==> config.mk <==
export PLATFORM = sky130hd
export DESIGN_NAME = dle_voice_stream_deframer
export DESIGN_NICKNAME = d
export VERILOG_FILES = /design/src/rtl/dvsd_pkg.sv /design/src/rtl/dle_voice_stream_deframer.sv
export SDC_FILE = /design/constraint.sdc
export NUM_CORES = 1
export LEC_CHECK = 0
export BUFFER_PORTS_ARGS = -buffer_cell sky130_fd_sc_hd__buf_2
export CORE_AREA = 2 2 52 74
export DETAILED_ROUTE_END_ITERATION = 8
export DIE_AREA = 0 0 54 76
export PLACE_DENSITY = 0.76
export SYNTH_ARGS = -nofsm -noshare
export SYNTH_HDL_FRONTEND = slang
export SYNTH_SLANG_ARGS = --single-unit
==> constraint.sdc <==
create_clock -name clock -period 2.9 [get_ports clock]
set_input_delay 0.58 -clock clock [delete_from_list [all_inputs] [get_ports clock]]
set_output_delay 0.58 -clock clock [all_outputs]
set_load 0.02 [all_outputs]
==> src/rtl/dvsd_pkg.sv <==
package dvsd_pkg;

   typedef enum logic [2:0] {
      KIND_ABSORBED = 3'd0,
      KIND_DATA     = 3'd1,
      KIND_EVENT    = 3'd2,
      KIND_END      = 3'd3,
      KIND_UNKNOWN  = 3'd4,
      KIND_TRAILING = 3'd5
   } kind_type;

   typedef enum logic [3:0] {
      EV_DTMF      = 4'd0,
      EV_DATA_FAX  = 4'd1,
      EV_BUSY      = 4'd2,
      EV_FAX_CALL  = 4'd3,
      EV_DIAL      = 4'd4,
      EV_DATA_CALL = 4'd5,
      EV_ONHOOK    = 4'd6,
      EV_OFFHOOK   = 4'd7,
      EV_SILENCE   = 4'd8,
      EV_NO_ENERGY = 4'd9,
      EV_OVERRUN   = 4'd10,
      EV_UNDERRUN  = 4'd11
   } ev_code_type;

   localparam logic [7:0] CODE_DLE = 8'h10;
   localparam logic [7:0] CODE_ETX = 8'h03;

   localparam logic [7:0] CHAR_0     = 8'h30;
   localparam logic [7:0] CHAR_9     = 8'h39;
   localparam logic [7:0] CHAR_UP_A  = 8'h41;
   localparam logic [7:0] CHAR_UP_D  = 8'h44;
   localparam logic [7:0] CHAR_UP_T  = 8'h54;
   localparam logic [7:0] CHAR_STAR  = 8'h2a;
   localparam logic [7:0] CHAR_HASH  = 8'h23;
   localparam logic [7:0] CHAR_A     = 8'h61;
   localparam logic [7:0] CHAR_B     = 8'h62;
   localparam logic [7:0] CHAR_C     = 8'h63;
   localparam logic [7:0] CHAR_D     = 8'h64;
   localparam logic [7:0] CHAR_E     = 8'h65;
   localparam logic [7:0] CHAR_F     = 8'h66;
   localparam logic [7:0] CHAR_H     = 8'h68;
   localparam logic [7:0] CHAR_O     = 8'h6f;
   localparam logic [7:0] CHAR_Q     = 8'h71;
   localparam logic [7:0] CHAR_S     = 8'h73;
   localparam logic [7:0] CHAR_T     = 8'h74;
   localparam logic [7:0] CHAR_U     = 8'h75;

   localparam logic [3:0] DIGIT_STAR = 4'd10;
   localparam logic [3:0] DIGIT_HASH = 4'd11;
   // low nibble of 'A' is 1, digit for 'A' is 12
   localparam logic [3:0] DIGIT_LETTER_OFFSET = 4'd11;

endpackage

==> src/rtl/dle_voice_stream_deframer.sv <==
// DLE voice stream deframer: takes the modem receive byte stream one byte per
// transfer and gives exactly one result per byte, in order. A DLE byte opens an
// escape and is reported as absorbed; the escaped byte becomes a data byte 0x10
// (DLE DLE), the end of the recording (DLE ETX), an event (with its DTMF digit
// for a DTMF tone), an absorbed 'T' or an unknown code. After the end every
// byte is passed on as a trailing byte until reset. A byte can be taken in
// every cycle unless the result stalls, and passes through the input register
// and then the result register; the escape and end flags are updated as it
// moves between them. Reset clears both flags and empties both stages.
module dle_voice_stream_deframer (
   input  logic       clock,
   input  logic       reset,
   input  logic       req_valid,
   output logic       req_ready,
   input  logic [7:0] req_in_byte,
   output logic       rsp_valid,
   input  logic       rsp_ready,
   output logic [2:0] rsp_kind,
   output logic [7:0] rsp_data_out,
   output logic [3:0] rsp_event_code,
   output logic [3:0] rsp_dtmf_digit
);

   logic       in_valid_ff;
   logic [7:0] in_byte_ff;
   logic       escape_ff, escape_in;
   logic       ended_ff, ended_in;
   logic       out_valid_ff;
   dvsd_pkg::kind_type kind_ff, kind_in;
   logic [7:0] data_ff, data_in;
   logic [3:0] event_ff, event_in;
   logic [3:0] digit_ff, digit_in;
   logic       out_free;
   logic       advance;

   assign out_free  = !out_valid_ff || rsp_ready;
   assign advance   = in_valid_ff && out_free;
   assign req_ready = !in_valid_ff || out_free;

   always_comb begin
      escape_in = escape_ff;
      ended_in  = ended_ff;
      kind_in   = dvsd_pkg::KIND_ABSORBED;
      data_in   = 8'h00;
      event_in  = 4'h0;
      digit_in  = 4'h0;
      if (ended_ff) begin
         kind_in = dvsd_pkg::KIND_TRAILING;
         data_in = in_byte_ff;
      end else if (escape_ff) begin
         escape_in = 1'b0;
         kind_in   = dvsd_pkg::KIND_EVENT;
         case (in_byte_ff) inside
            dvsd_pkg::CODE_DLE: begin
               kind_in = dvsd_pkg::KIND_DATA;
               data_in = dvsd_pkg::CODE_DLE;
            end
            dvsd_pkg::CODE_ETX: begin
               kind_in  = dvsd_pkg::KIND_END;
               ended_in = 1'b1;
            end
            dvsd_pkg::CHAR_UP_T: kind_in = dvsd_pkg::KIND_ABSORBED;
            // ascii digits carry their value in the low nibble
            [dvsd_pkg::CHAR_0:dvsd_pkg::CHAR_9]: digit_in = in_byte_ff[3:0];
            [dvsd_pkg::CHAR_UP_A:dvsd_pkg::CHAR_UP_D]:
               digit_in = in_byte_ff[3:0] + dvsd_pkg::DIGIT_LETTER_OFFSET;
            dvsd_pkg::CHAR_STAR: digit_in = dvsd_pkg::DIGIT_STAR;
            dvsd_pkg::CHAR_HASH: digit_in = dvsd_pkg::DIGIT_HASH;
            dvsd_pkg::CHAR_A, dvsd_pkg::CHAR_F: event_in = dvsd_pkg::EV_DATA_FAX;
            dvsd_pkg::CHAR_B: event_in = dvsd_pkg::EV_BUSY;
            dvsd_pkg::CHAR_C: event_in = dvsd_pkg::EV_FAX_CALL;
            dvsd_pkg::CHAR_D: event_in = dvsd_pkg::EV_DIAL;
            dvsd_pkg::CHAR_E: event_in = dvsd_pkg::EV_DATA_CALL;
            dvsd_pkg::CHAR_H: event_in = dvsd_pkg::EV_ONHOOK;
            dvsd_pkg::CHAR_T: event_in = dvsd_pkg::EV_OFFHOOK;
            dvsd_pkg::CHAR_Q: event_in = dvsd_pkg::EV_SILENCE;
            dvsd_pkg::CHAR_S: event_in = dvsd_pkg::EV_NO_ENERGY;
            dvsd_pkg::CHAR_O: event_in = dvsd_pkg::EV_OVERRUN;
            dvsd_pkg::CHAR_U: event_in = dvsd_pkg::EV_UNDERRUN;
            default: begin
               kind_in = dvsd_pkg::KIND_UNKNOWN;
               data_in = in_byte_ff;
            end
         endcase
      end else if (in_byte_ff == dvsd_pkg::CODE_DLE) begin
         escape_in = 1'b1;
      end else begin
         kind_in = dvsd_pkg::KIND_DATA;
         data_in = in_byte_ff;
      end
   end

   always_ff @(posedge clock) begin
      if (reset) begin
         in_valid_ff  <= 1'b0;
         out_valid_ff <= 1'b0;
         escape_ff    <= 1'b0;
         ended_ff     <= 1'b0;
      end else begin
         if (req_ready) begin
            in_valid_ff <= req_valid;
         end
         if (out_free) begin
            out_valid_ff <= in_valid_ff;
         end
         if (advance) begin
            escape_ff <= escape_in;
            ended_ff  <= ended_in;
         end
      end
   end

   always_ff @(posedge clock) begin
      if (req_valid && req_ready) begin
         in_byte_ff <= req_in_byte;
      end
      if (advance) begin
         kind_ff  <= kind_in;
         data_ff  <= data_in;
         event_ff <= event_in;
         digit_ff <= digit_in;
      end
   end

   assign rsp_valid      = out_valid_ff;
   assign rsp_kind       = kind_ff;
   assign rsp_data_out   = data_ff;
   assign rsp_event_code = event_ff;
   assign rsp_dtmf_digit = digit_ff;

endmodule

Word level (Yosys, flattened, before mapping)
Cells that the tools add are included.

Flip-flop bits (word level): 31. Input bits: 12. Output and inout bits: 21. Word-level logic and storage cells: 113.

Add/subtract/negate cells: 1. Order comparisons: 4. Eq/ne operators: 17. Muxes and demuxes: 62. Bitwise gates (word level): 2. Reduce and logical (&&, ||, !) cells: 15.

Operator list (count): 8-bit two-way mux (21); 8-bit by 7-bit == test with 1-bit output (second input constant) (13); 3-bit two-way mux (23); 4-bit two-way mux (8); 17-bit OR reduction (1); 8-bit by 6-bit == test with 1-bit output (second input constant) (2); 13-bit OR reduction (1); 11-bit OR reduction (1); 9-bit OR reduction (1); 8-bit by 2-bit == test with 1-bit output (second input constant) (1); 8-bit by 5-bit == test with 1-bit output (second input constant) (1); 8-bit by 6-bit greater-or-equal comparator with 1-bit output (second input constant) (1); 8-bit by 7-bit greater-or-equal comparator with 1-bit output (second input constant) (1); 8-bit by 6-bit less-or-equal comparator with 1-bit output (second input constant) (1); 8-bit by 7-bit less-or-equal comparator with 1-bit output (second input constant) (1); 1-bit two-way mux (8); 5-bit OR reduction (1); 4-bit adder (second input constant) (1); 1-bit logical AND (4); 2-bit two-way mux (2); 1-bit logical NOT (2); 1-bit logical OR (2); 1-bit NOT (2); 2-bit AND reduction (1); 2-bit OR reduction (1).

Logic depth before layout (Yosys ltp)
Gate-level depths: netlist (run 1).

Depth after elaboration: 21. Mapped depth: 7. Mapped depth without buffers: 7.

Least setup slack after synthesis (run 1)
No wires, ideal clock.

Kind: in2reg. Start: input port rsp_ready. End: register escape_ff. Setup time: 114 ps. Arrival time: 2054 ps. Required time: 2786 ps. Setup slack: 732 ps. Stages: 5. Path buffers: 0. Cells stage by stage: nor2b_1 -> nor2b_1 -> and2_1 -> mux2i_1 -> nor2_1.

Cells in the longest elaborated chain, start to end: 3.

RTL lines: start: declaration (line dle_voice_stream_deframer.sv:17) `input logic rsp_ready,`; 1-bit logical OR (line dle_voice_stream_deframer.sv:36) `assign out_free = !out_valid_ff || rsp_ready;`; 1-bit logical AND (line dle_voice_stream_deframer.sv:37) `assign advance = in_valid_ff && out_free;`; net advance (line dle_voice_stream_deframer.sv:34) `logic advance;`; 2-bit AND reduction (no line); end signal: assignment (line dle_voice_stream_deframer.sv:107) `escape_ff <= escape_in;`; end: declaration (line dle_voice_stream_deframer.sv:26) `logic escape_ff, escape_in;`.

The timed path passes the listed nets, and every way through them passes these cells. A chain may end at the register's enable or synchronous reset.

Final worst setup path (run 1)
Start: register in_byte_ff[2]. End: register event_ff[3] (netlist: rsp_event_code[3]) (data pin).

Cells in the longest elaborated chain, start to end: 5. Elaborated cells on any way between the ends: 28. Classes of those cells: order compare (4); eq/ne (17); mux (4); reduce/logical (3).

RTL lines: start: declaration (line dle_voice_stream_deframer.sv:25) `logic [7:0] in_byte_ff;`; start signal: assignment (line dle_voice_stream_deframer.sv:115) `in_byte_ff <= req_in_byte;`; parallel branches: the longest is 5 deep, another holds 8-bit by 6-bit greater-or-equal comparator with 1-bit output; end signal: assignment (line dle_voice_stream_deframer.sv:120) `event_ff <= event_in;`; end: declaration (line dle_voice_stream_deframer.sv:31) `logic [3:0] event_ff, event_in;`.

Parallel ways; which one is timed is not known.

==> results of run 1 <==
==> where the power goes <==
part | leakage, nW | switching (mW) | internal (mW) | total (mW)
clock | 0.0422 | 0.150 | 0.168 | 0.318
sequential | 0.285 | 0.0235 | 0.506 | 0.529
combinational | 0.445 | 0.0683 | 0.0440 | 0.112
total | 0.772 | 0.242 | 0.718 | 0.960
==> cell usage after synthesis (all sizes together), types with 3 or more instances <==
cell type / number
edfxtp: 27
nor2: 17
a21oi: 14
nand2: 11
o21ai: 10
inv: 9
buf: 5
ha: 5
nor3b: 5
dfxtp: 4
nand2b: 4
nand4: 4
nor3: 4
o22ai: 4
a211oi: 3
nand3b: 3
==> how the worst min path moves through the flow <==
| stage | slack, ns | to | cells after the start |
|---|---|---|---|
| floorplan | 0.48 | rsp_valid$_SDFFE_PP0P_ | 2 |
| global placement | 0.49 | rsp_valid$_SDFFE_PP0P_ | 2 |
| detailed placement | 0.52 | rsp_valid$_SDFFE_PP0P_ | 2 |
| CTS | 0.46 | in_byte_ff[6]$_DFFE_PP_ | 1 |
| global route | 0.46 | in_byte_ff[6]$_DFFE_PP_ | 1 |
| finish | 0.46 | in_byte_ff[6]$_DFFE_PP_ | 1 |
==> layout by cell type, fill, tap and decap left out, types with 3 or more instances in the layout <==
| cell | count |
|---|---|
| sky130_fd_sc_hd__nor3b_1 | 4 |
| sky130_fd_sc_hd__nor3_1 | 3 |
| sky130_fd_sc_hd__nand2_1 | 10 |
| sky130_fd_sc_hd__ha_1 | 5 |
| sky130_fd_sc_hd__a21oi_1 | 14 |
| sky130_fd_sc_hd__nor2_1 | 16 |
| sky130_fd_sc_hd__inv_1 | 9 |
| sky130_fd_sc_hd__buf_2 | 32 |
| sky130_fd_sc_hd__nand4_1 | 4 |
| sky130_fd_sc_hd__nand2b_1 | 4 |
| sky130_fd_sc_hd__clkbuf_8 | 5 |
| sky130_fd_sc_hd__dfxtp_1 | 4 |
| sky130_fd_sc_hd__edfxtp_1 | 27 |
| sky130_fd_sc_hd__o21ai_0 | 8 |
| sky130_fd_sc_hd__o22ai_1 | 4 |
==> stage by stage <==
step	util	cells	total power, mW
after floorplan	-	166	0.617
after CTS	0.595	243	0.968
after detailed placement	0.572	235	0.651
final	0.595	243	0.960
after global routing	0.595	243	1.00
after global placement	0.572	235	0.648
==> worst register-to-register path: cells and delay by family (launching register included) <==
| family | cells | cell delay [ns] |
|---|---|---|
| AO/OA/AOI/OAI | 4 | 1.01 |
| buffers and inverters | 1 | 0.28 |
| flip-flops | 1 | 0.79 |
==> registers in the layout (all words and copies together), names as in the netlist <==
| name | count |
|---|---|
| escape_ff | 1 |
| in_valid_ff | 1 |
| rsp_valid | 1 |
| in_byte_ff | 8 |
| rsp_data_out | 8 |
| ended_ff | 1 |
| rsp_dtmf_digit | 4 |
| rsp_kind | 3 |
| rsp_event_code | 4 |
==> cell type report <==
class / count / area (um2)
fill: 300 / 1420
sequential: 31 / 891
multi-input combinational: 120 / 865
timing repair buffer: 33 / 168
clock buffer: 7 / 76.3
tap: 42 / 52.6
inverter: 9 / 33.8
clock inverter: 1 / 5.00
==> cell families (layout without fill, tap and decap cells) <==
group / count (synthesis) / count (layout) / share of synthesized area
adder cells (fa/ha/maj): 5 / 5 / 0.0342
AND/OR/NAND/NOR: 66 / 66 / 0.229
multiplexers: 2 / 2 / 0.0109
flip-flops: 31 / 31 / 0.487
AO/OA/AOI/OAI: 47 / 47 / 0.198
buffers and inverters: 15 / 50 / 0.0410
==> per-layer routing <==
layer | share of wire | vias up
met5 | 0 | -
met4 | 0.024 | 0
met3 | 0.049 | 8
met2 | 0.54 | 45
met1 | 0.38 | 671
li1 | - | 689
==> impl_metrics.xml, run 1 <==
<?xml version="1.0" encoding="UTF-8"?>
<metrics>
  <group name="status">
    <metric name="run_status" unit="">finished, final reports clean</metric>
  </group>
  <group name="finish">
    <metric name="drive_above_1_share" unit="">0.284</metric>
    <metric name="post-route-cell-area" unit="mm2">0.00209</metric>
    <metric name="insertedDiodeCount" unit="">0</metric>
    <metric name="final_net_count" unit="">217</metric>
    <metric name="flow.area_growth_from_synthesis" unit="%">14.2</metric>
  </group>
  <group name="route">
    <metric name="antenna_left" unit="">0</metric>
    <metric name="drc" unit="">0</metric>
    <metric name="avgRoutedWirePerCell" unit="um">15.3</metric>
    <metric name="vias" unit="">1413</metric>
    <metric name="detail_route.iter0.violations" unit="">42</metric>
    <metric name="routed_wirelength" unit="um">3720</metric>
    <metric name="detailed_router_iteration_count_before_antenna_repair" unit="">4</metric>
    <metric name="vias_per_cell" unit="">5.81</metric>
  </group>
  <group name="critical_path">
    <metric name="r2r_slack" unit="ns">0.62</metric>
    <metric name="crit_path_end" unit="">rsp_event_code[3]$_SDFFCE_PP0P_</metric>
    <metric name="number_of_buffer_and_inverter_stages_on_the_critical_path" unit="">1</metric>
    <metric name="cp-start-kind" unit="">register</metric>
    <metric name="crit-reg2reg-capture" unit="">rsp_event_code[3]$_SDFFCE_PP0P_</metric>
    <metric name="timing.setup.critical_path_class" unit="">reg -&gt; reg</metric>
    <metric name="critical_path.top_delay_family" unit="">compound AO/OA/AOI/OAI gates</metric>
    <metric name="reg2reg_depth" unit="">5</metric>
    <metric name="critical_path.max_fanout" unit="">19</metric>
    <metric name="timing.rr.start" unit="">in_byte_ff[2]$_DFFE_PP_</metric>
    <metric name="cp_data_arrival_time" unit="ns">2.37</metric>
    <metric name="setup_crit_end_kind" unit="">register</metric>
    <metric name="critPathSlowestCell" unit="">sky130_fd_sc_hd__edfxtp_1</metric>
    <metric name="worst_setup_path_startpoint" unit="">in_byte_ff[2]$_DFFE_PP_</metric>
    <metric name="crit_path_cell_chain" unit="">inv_1 &gt; o211a_4 &gt; o41ai_4 &gt; o211ai_2 &gt; a2111oi_2</metric>
    <metric name="critical-path-max-stage-delay" unit="ns">0.79</metric>
    <metric name="critPathRequiredTime" unit="ns">2.99</metric>
    <metric name="cp_num_cells" unit="">5</metric>
  </group>
  <group name="yosys">
    <metric name="synthDominantCellAreaShare" unit="">0.443</metric>
    <metric name="syn_area" unit="mm2">0.00183</metric>
    <metric name="synth_async_sr_flop_share" unit="">0</metric>
    <metric name="synthesis.yosys.warnings" unit="">0</metric>
    <metric name="synth_flop_cell" unit="">sky130_fd_sc_hd__edfxtp_1</metric>
    <metric name="post_synth_main_area_contributors" unit="">sky130_fd_sc_hd__edfxtp_1, sky130_fd_sc_hd__dfxtp_1, sky130_fd_sc_hd__a21oi_1, sky130_fd_sc_hd__ha_1, sky130_fd_sc_hd__nor2_1</metric>
    <metric name="post-synth-top-area-cell" unit="">sky130_fd_sc_hd__edfxtp_1</metric>
    <metric name="synth.avg_cell_area" unit="um2">11.0</metric>
    <metric name="yosys_register_bits" unit="">31</metric>
    <metric name="synthCells" unit="">166</metric>
    <metric name="synth-edff-count" unit="">27</metric>
    <metric name="synth-seq-area-share" unit="">0.487</metric>
    <metric name="synth_cell_types" unit="">52</metric>
    <metric name="postSynthNetCount" unit="">183</metric>
  </group>
  <group name="global_routing">
    <metric name="total_routing_usage_gr" unit="">0.209</metric>
    <metric name="use_met3" unit="">0.0510</metric>
    <metric name="use_met2" unit="">0.341</metric>
    <metric name="grt_pass1_wl" unit="um">6330</metric>
    <metric name="antenna_violations_before_repair" unit="">0</metric>
    <metric name="gr-usage-met1" unit="">0.239</metric>
    <metric name="via_count_of_the_first_global_routing_pass" unit="">1382</metric>
    <metric name="maximum_number_of_pins_on_one_net_before_global_route_repair" unit="">22</metric>
    <metric name="grt_remaining_overflow" unit="">0</metric>
    <metric name="grt_busiest_layer" unit="">met2</metric>
  </group>
  <group name="placement">
    <metric name="placement.setup.worst_slack" unit="ns">0.642</metric>
    <metric name="placement.cell_area" unit="mm2">0.00201</metric>
    <metric name="hpwl" unit="um">2860</metric>
    <metric name="globalplace.congestion" unit="">0.921</metric>
    <metric name="placement.io_buffers" unit="">32</metric>
  </group>
  <group name="clock_tree">
    <metric name="tritoncts_buffers" unit="">5</metric>
    <metric name="clock_sink_count" unit="">31</metric>
    <metric name="tritoncts" unit="">built</metric>
    <metric name="post-cts-setup-buffers" unit="">0</metric>
    <metric name="ctsResizeCount" unit="">0</metric>
    <metric name="clkTransAtPathRegs" unit="ns">0.06</metric>
    <metric name="ctsLongestPathBuffers" unit="">2</metric>
    <metric name="clkLatencyLatePin" unit="ns">0.29</metric>
    <metric name="cts.root.buffer_cell" unit="">sky130_fd_sc_hd__clkbuf_8</metric>
    <metric name="h-tree-depth" unit="">2</metric>
    <metric name="postCtsHoldBufs" unit="">0</metric>
  </group>
  <group name="hold_path">
    <metric name="hold_start" unit="">req_in_byte[6]</metric>
    <metric name="min-delay-path-class" unit="">in -&gt; reg</metric>
  </group>
  <group name="timing">
    <metric name="timing.fmax" unit="MHz">439</metric>
    <metric name="grt_setup_unrepaired" unit="">false</metric>
    <metric name="tns" unit="ns">0</metric>
    <metric name="max_slew.worst_pin.slew" unit="ns">0.690</metric>
    <metric name="report.final.hold_viol_count" unit="">0</metric>
    <metric name="slew_headroom" unit="">0.540</metric>
    <metric name="report.final.slew_viol_count" unit="">0</metric>
    <metric name="layout_worst_path_cycle_share" unit="">0.785</metric>
    <metric name="setup_slack" unit="ns">0.623</metric>
    <metric name="final_number_of_setup_violating_endpoints" unit="">0</metric>
    <metric name="hold_slack" unit="ns">0.464</metric>
    <metric name="fin_skew" unit="ns">0.00617</metric>
    <metric name="fin_crit" unit="ns">2.28</metric>
  </group>
  <group name="floorplan">
    <metric name="fp.dieH" unit="um">76</metric>
    <metric name="floorplan.die.width" unit="um">54</metric>
    <metric name="core-area" unit="mm2">0.00351</metric>
    <metric name="ioPinCount" unit="">33</metric>
    <metric name="rows" unit="">26</metric>
    <metric name="initial_utilization" unit="">0.521</metric>
    <metric name="floorplan.die_area" unit="mm2">0.00410</metric>
  </group>
  <group name="power">
    <metric name="static_leakage" unit="nW">0.772</metric>
    <metric name="power_density" unit="mW/mm2">459</metric>
    <metric name="max-vdd-ir-drop" unit="mV">0.319</metric>
  </group>
  <group name="job">
    <metric name="maxCapViolCount" unit="">0</metric>
  </group>
</metrics>
Power figures use the tool's default switching activity.
==> inputs of run 2 (changes only) <==
--- a/config.mk
+++ b/config.mk
@@ -6,10 +6,10 @@
 export NUM_CORES = 1
 export LEC_CHECK = 0
 export BUFFER_PORTS_ARGS = -buffer_cell sky130_fd_sc_hd__buf_2
-export CORE_AREA = 2 2 52 74
+export CORE_AREA = 2 2 55 77
 export DETAILED_ROUTE_END_ITERATION = 8
-export DIE_AREA = 0 0 54 76
-export PLACE_DENSITY = 0.76
+export DIE_AREA = 0 0 57 79
+export PLACE_DENSITY = 0.73
 export SYNTH_ARGS = -nofsm -noshare
 export SYNTH_HDL_FRONTEND = slang
 export SYNTH_SLANG_ARGS = --single-unit
==> constraint.sdc (replaced) <==
create_clock -name clock -period 2 [get_ports clock]
set_input_delay 0.4 -clock clock [delete_from_list [all_inputs] [get_ports clock]]
set_output_delay 0.4 -clock clock [all_outputs]
set_load 0.02 [all_outputs]
==> impl_metrics.xml, run 2 (synthesis results as in run 1) <==
<?xml version="1.0" encoding="UTF-8"?>
<metrics>
  <group name="status">
    <metric name="run_status" unit="">finished, violations left</metric>
    <metric name="violations" unit="">setup timing</metric>
  </group>
  <group name="route">
    <metric name="routed_wirelength" unit="um">4700</metric>
    <metric name="avgRoutedWirePerCell" unit="um">16.5</metric>
    <metric name="drc" unit="">0</metric>
    <metric name="vias_per_cell" unit="">5.75</metric>
    <metric name="antenna_left" unit="">0</metric>
    <metric name="vias" unit="">1634</metric>
    <metric name="detail_route.iter0.violations" unit="">77</metric>
    <metric name="detailed_router_iteration_count_before_antenna_repair" unit="">4</metric>
  </group>
  <group name="finish">
    <metric name="insertedDiodeCount" unit="">0</metric>
    <metric name="n_fill_cell" unit="">316</metric>
    <metric name="final_net_count" unit="">257</metric>
    <metric name="layout_commonest_cell" unit="">sky130_fd_sc_hd__buf_4</metric>
    <metric name="flow.area_growth_from_synthesis" unit="%">40.4</metric>
    <metric name="area.sequential" unit="um2">891</metric>
    <metric name="drive_above_1_share" unit="">0.485</metric>
    <metric name="post_layout_nonfiller_instances" unit="">284</metric>
    <metric name="multi_input_area" unit="mm2">0.00100</metric>
    <metric name="layout.cells.most_common_list" unit="">sky130_fd_sc_hd__buf_4, sky130_fd_sc_hd__buf_2, sky130_fd_sc_hd__edfxtp_1, sky130_fd_sc_hd__nor2_1, sky130_fd_sc_hd__a21oi_1</metric>
  </group>
  <group name="floorplan">
    <metric name="rows" unit="">27</metric>
    <metric name="floorplan.die_area" unit="mm2">0.00450</metric>
    <metric name="initial_utilization" unit="">0.475</metric>
    <metric name="core-area" unit="mm2">0.00385</metric>
    <metric name="ioPinCount" unit="">33</metric>
    <metric name="floorplan.die.width" unit="um">57</metric>
    <metric name="fp.dieH" unit="um">79</metric>
  </group>
  <group name="timing">
    <metric name="timing.fmax" unit="MHz">495</metric>
    <metric name="grt_setup_unrepaired" unit="">true</metric>
    <metric name="fin_crit" unit="ns">2.02</metric>
    <metric name="fin_skew" unit="ns">0.00625</metric>
    <metric name="layout_worst_path_cycle_share" unit="">1.01</metric>
    <metric name="final_number_of_setup_violating_endpoints" unit="">1</metric>
    <metric name="report.final.slew_viol_count" unit="">0</metric>
    <metric name="report.final.hold_viol_count" unit="">0</metric>
    <metric name="max_slew.worst_pin.slew" unit="ns">0.438</metric>
    <metric name="slew_headroom" unit="">0.708</metric>
    <metric name="setup_slack" unit="ns">-0.0191</metric>
  </group>
  <group name="power">
    <metric name="pwr-share-seq" unit="">0.491</metric>
    <metric name="power_report.internal_total" unit="mW">1.13</metric>
    <metric name="pwr-share-clk" unit="">0.335</metric>
    <metric name="pwr-share-comb" unit="">0.174</metric>
    <metric name="static_leakage" unit="nW">1.01</metric>
    <metric name="power_density" unit="mW/mm2">595</metric>
    <metric name="max-vdd-ir-drop" unit="mV">0.502</metric>
    <metric name="net_switching_share_of_the_total_power" unit="">0.262</metric>
    <metric name="power.switching" unit="uW">400</metric>
  </group>
  <group name="placement">
    <metric name="hpwl" unit="um">3050</metric>
    <metric name="globalplace.congestion" unit="">0.911</metric>
    <metric name="place.detailed.instances" unit="">262</metric>
    <metric name="placement.setup.worst_slack" unit="ns">-0.0524</metric>
    <metric name="placement.io_buffers" unit="">32</metric>
  </group>
  <group name="global_routing">
    <metric name="use_met2" unit="">0.347</metric>
    <metric name="grt_busiest_layer" unit="">met2</metric>
    <metric name="use_met3" unit="">0.0391</metric>
    <metric name="maximum_number_of_pins_on_one_net_before_global_route_repair" unit="">21</metric>
    <metric name="total_routing_usage_gr" unit="">0.196</metric>
    <metric name="via_count_of_the_first_global_routing_pass" unit="">1425</metric>
    <metric name="grt_pass1_wl" unit="um">6700</metric>
    <metric name="grt_remaining_overflow" unit="">0</metric>
    <metric name="antenna_violations_before_repair" unit="">0</metric>
    <metric name="gr-usage-met1" unit="">0.226</metric>
  </group>
  <group name="critical_path">
    <metric name="timing.setup.critical_path_class" unit="">reg -&gt; reg</metric>
    <metric name="critPathSlowestCell" unit="">sky130_fd_sc_hd__edfxtp_1</metric>
    <metric name="crit_path_cell_chain" unit="">buf_6 &gt; ha_4 &gt; or2b_4 &gt; a21oi_2 &gt; o21ai_2 &gt; buf_4 &gt; a31oi_4 &gt; or2_1</metric>
    <metric name="cp-start-kind" unit="">register</metric>
    <metric name="cp_data_arrival_time" unit="ns">2.06</metric>
    <metric name="critPathRequiredTime" unit="ns">2.04</metric>
    <metric name="r2r_slack" unit="ns">-0.02</metric>
    <metric name="setup_crit_end_kind" unit="">register</metric>
    <metric name="critical-path-max-stage-delay" unit="ns">0.45</metric>
    <metric name="critical_path.max_fanout" unit="">4</metric>
  </group>
  <group name="clock_tree">
    <metric name="ctsLongestPathBuffers" unit="">2</metric>
    <metric name="clock_sink_count" unit="">31</metric>
    <metric name="cts.root.buffer_cell" unit="">sky130_fd_sc_hd__clkbuf_8</metric>
    <metric name="clkLatencyLatePin" unit="ns">0.29</metric>
    <metric name="tritoncts" unit="">built</metric>
    <metric name="tritoncts_buffers" unit="">5</metric>
    <metric name="clkTransAtPathRegs" unit="ns">0.06</metric>
    <metric name="h-tree-depth" unit="">2</metric>
  </group>
  <group name="hold_path">
    <metric name="min-delay-path-class" unit="">in -&gt; reg</metric>
  </group>
  <group name="job">
    <metric name="maxCapViolCount" unit="">0</metric>
  </group>
</metrics>
[run 2: what timing repair did]
| action | CTS | global route |
|---|---|---|
| setup endpoints to repair | 7 | 13 |
| pin swaps | 5 | 18 |
| cloned | 0 | 0 |
| gates resized for setup | 9 | 21 |
| buffers inserted | 3 | 12 |
| hold buffers | 0 | 0 |
[run 2: power by group through the flow]
stage	Clock (mW)	Sequential, mW	Combinational [mW]
after floorplan	0	0.786	0.108
after global placement	0	0.763	0.215
after detailed placement	0	0.764	0.217
after CTS	0.516	0.751	0.225
after global routing	0.534	0.753	0.284
final	0.511	0.750	0.267
[run 2: metal layers]
layer / share of wire / vias up
met5: 0 / -
met4: 0.019 / 0
met3: 0.042 / 8
met2: 0.55 / 65
met1: 0.39 / 788
li1: - / 773
[run 2: cell type report]
type | count | share of cell area
repair buffers | 73 | 0.193
well taps | 43 | 0.0209
multi-input cells | 120 | 0.391
flip-flops and latches | 31 | 0.347
inverters | 9 | 0.0131
clock inverters | 1 | 0.00195
clock buffers | 7 | 0.0336
[run 2: critical path, delay by kind of cell, from the launching register on]
family	cells	cell delay [ns]
simple gates	2	0.47
flops	1	0.45
compound gates	3	0.38
buf+inv	2	0.33
fa+ha+maj	1	0.14
[run 2: worst paths after layout]
check	end	startpoint	depth (start not counted)
setup / recovery	rsp_kind[1]$_SDFFCE_PP0P_	in_byte_ff[0]$_DFFE_PP_	8
hold / removal	in_byte_ff[5]$_DFFE_PP_	req_in_byte[5]	1
setup reg to reg	rsp_kind[1]$_SDFFCE_PP0P_	in_byte_ff[0]$_DFFE_PP_	8
hold reg to reg	rsp_valid$_SDFFE_PP0P_	in_valid_ff$_SDFFE_PP0N_	2
[run 2: metrics by stage]
step / cell area (um2) / power [mW] / hold slack (ns) / setup TNS [ns] / util
6_report: 2570 / 1.53 / 0.288 / -0.0191 / 0.667
4_1_cts: 2360 / 1.49 / 0.281 / -0.00144 / 0.614
2_1_floorplan: 1830 / 0.895 / 0.469 / 0 / -
3_5_place_dp: 2210 / 0.981 / 0.509 / -0.203 / 0.573
3_3_place_gp: 2210 / 0.978 / 0.507 / -0.0325 / 0.573
5_1_grt: 2570 / 1.57 / 0.282 / -0.500 / 0.667
==> inputs of run 3 (changes only) <==
--- a/config.mk
+++ b/config.mk
@@ -10,6 +10,7 @@
 export DETAILED_ROUTE_END_ITERATION = 8
 export DIE_AREA = 0 0 57 79
 export PLACE_DENSITY = 0.73
+export SETUP_SLACK_MARGIN = 0.4
 export SYNTH_ARGS = -nofsm -noshare
 export SYNTH_HDL_FRONTEND = slang
 export SYNTH_SLANG_ARGS = --single-unit
==> impl_metrics.xml, run 3 (synthesis results as in run 1) <==
<?xml version="1.0" encoding="UTF-8"?>
<metrics>
  <group name="status">
    <metric name="run_status" unit="">finished, violations left</metric>
    <metric name="violations" unit="">setup timing</metric>
  </group>
  <group name="placement">
    <metric name="place.detailed.instances" unit="">254</metric>
    <metric name="placement.io_buffers" unit="">32</metric>
    <metric name="hpwl" unit="um">3260</metric>
    <metric name="globalplace.congestion" unit="">0.881</metric>
    <metric name="placement.cell_area" unit="mm2">0.00218</metric>
  </group>
  <group name="route">
    <metric name="detailed_router_iteration_count_before_antenna_repair" unit="">4</metric>
    <metric name="detail_route.iter0.violations" unit="">62</metric>
    <metric name="avgRoutedWirePerCell" unit="um">19.3</metric>
    <metric name="vias_per_cell" unit="">5.99</metric>
    <metric name="routed_wirelength" unit="um">5770</metric>
    <metric name="drc" unit="">0</metric>
    <metric name="antenna_left" unit="">0</metric>
    <metric name="vias" unit="">1791</metric>
  </group>
  <group name="timing">
    <metric name="fin_skew" unit="ns">0.00777</metric>
    <metric name="tns" unit="ns">-0.0849</metric>
    <metric name="timing.fmax" unit="MHz">485</metric>
    <metric name="layout_worst_path_cycle_share" unit="">1.03</metric>
    <metric name="fin_crit" unit="ns">2.06</metric>
    <metric name="final_number_of_setup_violating_endpoints" unit="">2</metric>
    <metric name="report.final.hold_viol_count" unit="">0</metric>
    <metric name="grt_setup_unrepaired" unit="">true</metric>
    <metric name="max_slew.worst_pin.slew" unit="ns">0.418</metric>
    <metric name="setup_slack" unit="ns">-0.0615</metric>
    <metric name="slew_headroom" unit="">0.721</metric>
    <metric name="report.final.slew_viol_count" unit="">0</metric>
  </group>
  <group name="global_routing">
    <metric name="antenna_violations_before_repair" unit="">0</metric>
    <metric name="via_count_of_the_first_global_routing_pass" unit="">1725</metric>
    <metric name="maximum_number_of_pins_on_one_net_before_global_route_repair" unit="">20</metric>
    <metric name="grt_remaining_overflow" unit="">0</metric>
    <metric name="total_routing_usage_gr" unit="">0.242</metric>
    <metric name="grt_pass1_wl" unit="um">8100</metric>
  </group>
  <group name="clock_tree">
    <metric name="clkLatencyLatePin" unit="ns">0.29</metric>
    <metric name="tritoncts" unit="">built</metric>
    <metric name="tritoncts_buffers" unit="">5</metric>
    <metric name="cts.root.buffer_cell" unit="">sky130_fd_sc_hd__clkbuf_8</metric>
    <metric name="clock_sink_count" unit="">31</metric>
    <metric name="ctsLongestPathBuffers" unit="">2</metric>
    <metric name="clkTransAtPathRegs" unit="ns">0.07</metric>
    <metric name="h-tree-depth" unit="">2</metric>
  </group>
  <group name="finish">
    <metric name="insertedDiodeCount" unit="">0</metric>
    <metric name="layout.cells.most_common_list" unit="">sky130_fd_sc_hd__buf_2, sky130_fd_sc_hd__buf_4, sky130_fd_sc_hd__edfxtp_1, sky130_fd_sc_hd__buf_6, sky130_fd_sc_hd__nor2_1</metric>
    <metric name="post-route-cell-area" unit="mm2">0.00293</metric>
    <metric name="post_layout_nonfiller_instances" unit="">299</metric>
    <metric name="layout.core_utilization" unit="">0.760</metric>
    <metric name="final_net_count" unit="">272</metric>
    <metric name="flow.area_growth_from_synthesis" unit="%">59.8</metric>
    <metric name="drive_above_1_share" unit="">0.609</metric>
  </group>
  <group name="floorplan">
    <metric name="rows" unit="">27</metric>
    <metric name="floorplan.die.width" unit="um">57</metric>
    <metric name="fp.dieH" unit="um">79</metric>
    <metric name="ioPinCount" unit="">33</metric>
    <metric name="initial_utilization" unit="">0.475</metric>
    <metric name="floorplan.die_area" unit="mm2">0.00450</metric>
    <metric name="core-area" unit="mm2">0.00385</metric>
  </group>
  <group name="job">
    <metric name="maxCapViolCount" unit="">0</metric>
  </group>
  <group name="power">
    <metric name="power_density" unit="mW/mm2">538</metric>
    <metric name="total_power" unit="mW">1.57</metric>
    <metric name="max-vdd-ir-drop" unit="mV">0.708</metric>
    <metric name="static_leakage" unit="nW">1.13</metric>
  </group>
  <group name="critical_path">
    <metric name="critical_path.max_fanout" unit="">4</metric>
    <metric name="critPathRequiredTime" unit="ns">2.09</metric>
    <metric name="timing.setup.critical_path_class" unit="">reg -&gt; reg</metric>
    <metric name="setup_crit_end_kind" unit="">register</metric>
    <metric name="cp-start-kind" unit="">register</metric>
    <metric name="cp_data_arrival_time" unit="ns">2.15</metric>
  </group>
  <group name="hold_path">
    <metric name="min-delay-path-class" unit="">in -&gt; reg</metric>
  </group>
</metrics>
## run 3: critical path: stages (launching register included)
cell and delay (ns):
sky130_fd_sc_hd__edfxtp_1 0.50, sky130_fd_sc_hd__ha_4 0.23, sky130_fd_sc_hd__buf_6 0.11, sky130_fd_sc_hd__o41ai_4 0.43
sky130_fd_sc_hd__buf_4 0.19, sky130_fd_sc_hd__a31oi_4 0.09, sky130_fd_sc_hd__nor3_1 0.30
## run 3: final timing paths
kind | from | endpoint | slack (ns) | depth (start not counted)
worst min register to register | in_valid_ff$_SDFFE_PP0N_ | rsp_valid$_SDFFE_PP0P_ | 0.52 | 2
worst max-delay path | in_byte_ff[0]$_DFFE_PP_ | rsp_data_out[0]$_DFFE_PP_ | -0.06 | 6
worst min-delay path | req_in_byte[1] | in_byte_ff[1]$_DFFE_PP_ | 0.28 | 1
worst max register to register | in_byte_ff[0]$_DFFE_PP_ | rsp_data_out[0]$_DFFE_PP_ | -0.06 | 6
## run 3: what timing repair did
action | 4_1_cts | 5_1_grt
gates resized for setup | 47 | 34
gates cloned | 0 | 0
hold buffers | 0 | 0
pin swaps | 31 | 19
setup endpoints to repair | 20 | 21
setup buffers | 30 | 7
## run 3: final cells by class
type / instances / area (um2)
well taps: 43 / 53.8
clock buffers: 7 / 76.3
fillers: 236 / 926
clock inverters: 1 / 5.00
inverters: 9 / 36.3
flip-flops and latches: 31 / 891
repair buffers: 88 / 702
multi-input cells: 120 / 1160
## run 3: routing by layer
metal,routed length [um],global-route usage
met4,348,0.153
met5,0,0
met3,358,0.0717
met2,3080,0.425
met1,1980,0.244
## run 3: through the flow
| step | worst slack, ns | hold slack [ns] |
|---|---|---|
| 2_1_floorplan | 0.150 | 0.469 |
| 3_3_place_gp | 0.00237 | 0.492 |
| 3_5_place_dp | -0.0986 | 0.513 |
| 4_1_cts | 0.00296 | 0.278 |
| 5_1_grt | -0.114 | 0.273 |
| 6_report | -0.0615 | 0.283 |
## run 3: report_power, final
| group | switching [mW] | leakage [nW] | internal (mW) |
|---|---|---|---|
| Combinational | 0.178 | 0.804 | 0.162 |
| Sequential | 0.0198 | 0.285 | 0.733 |
| Clock | 0.236 | 0.0422 | 0.244 |
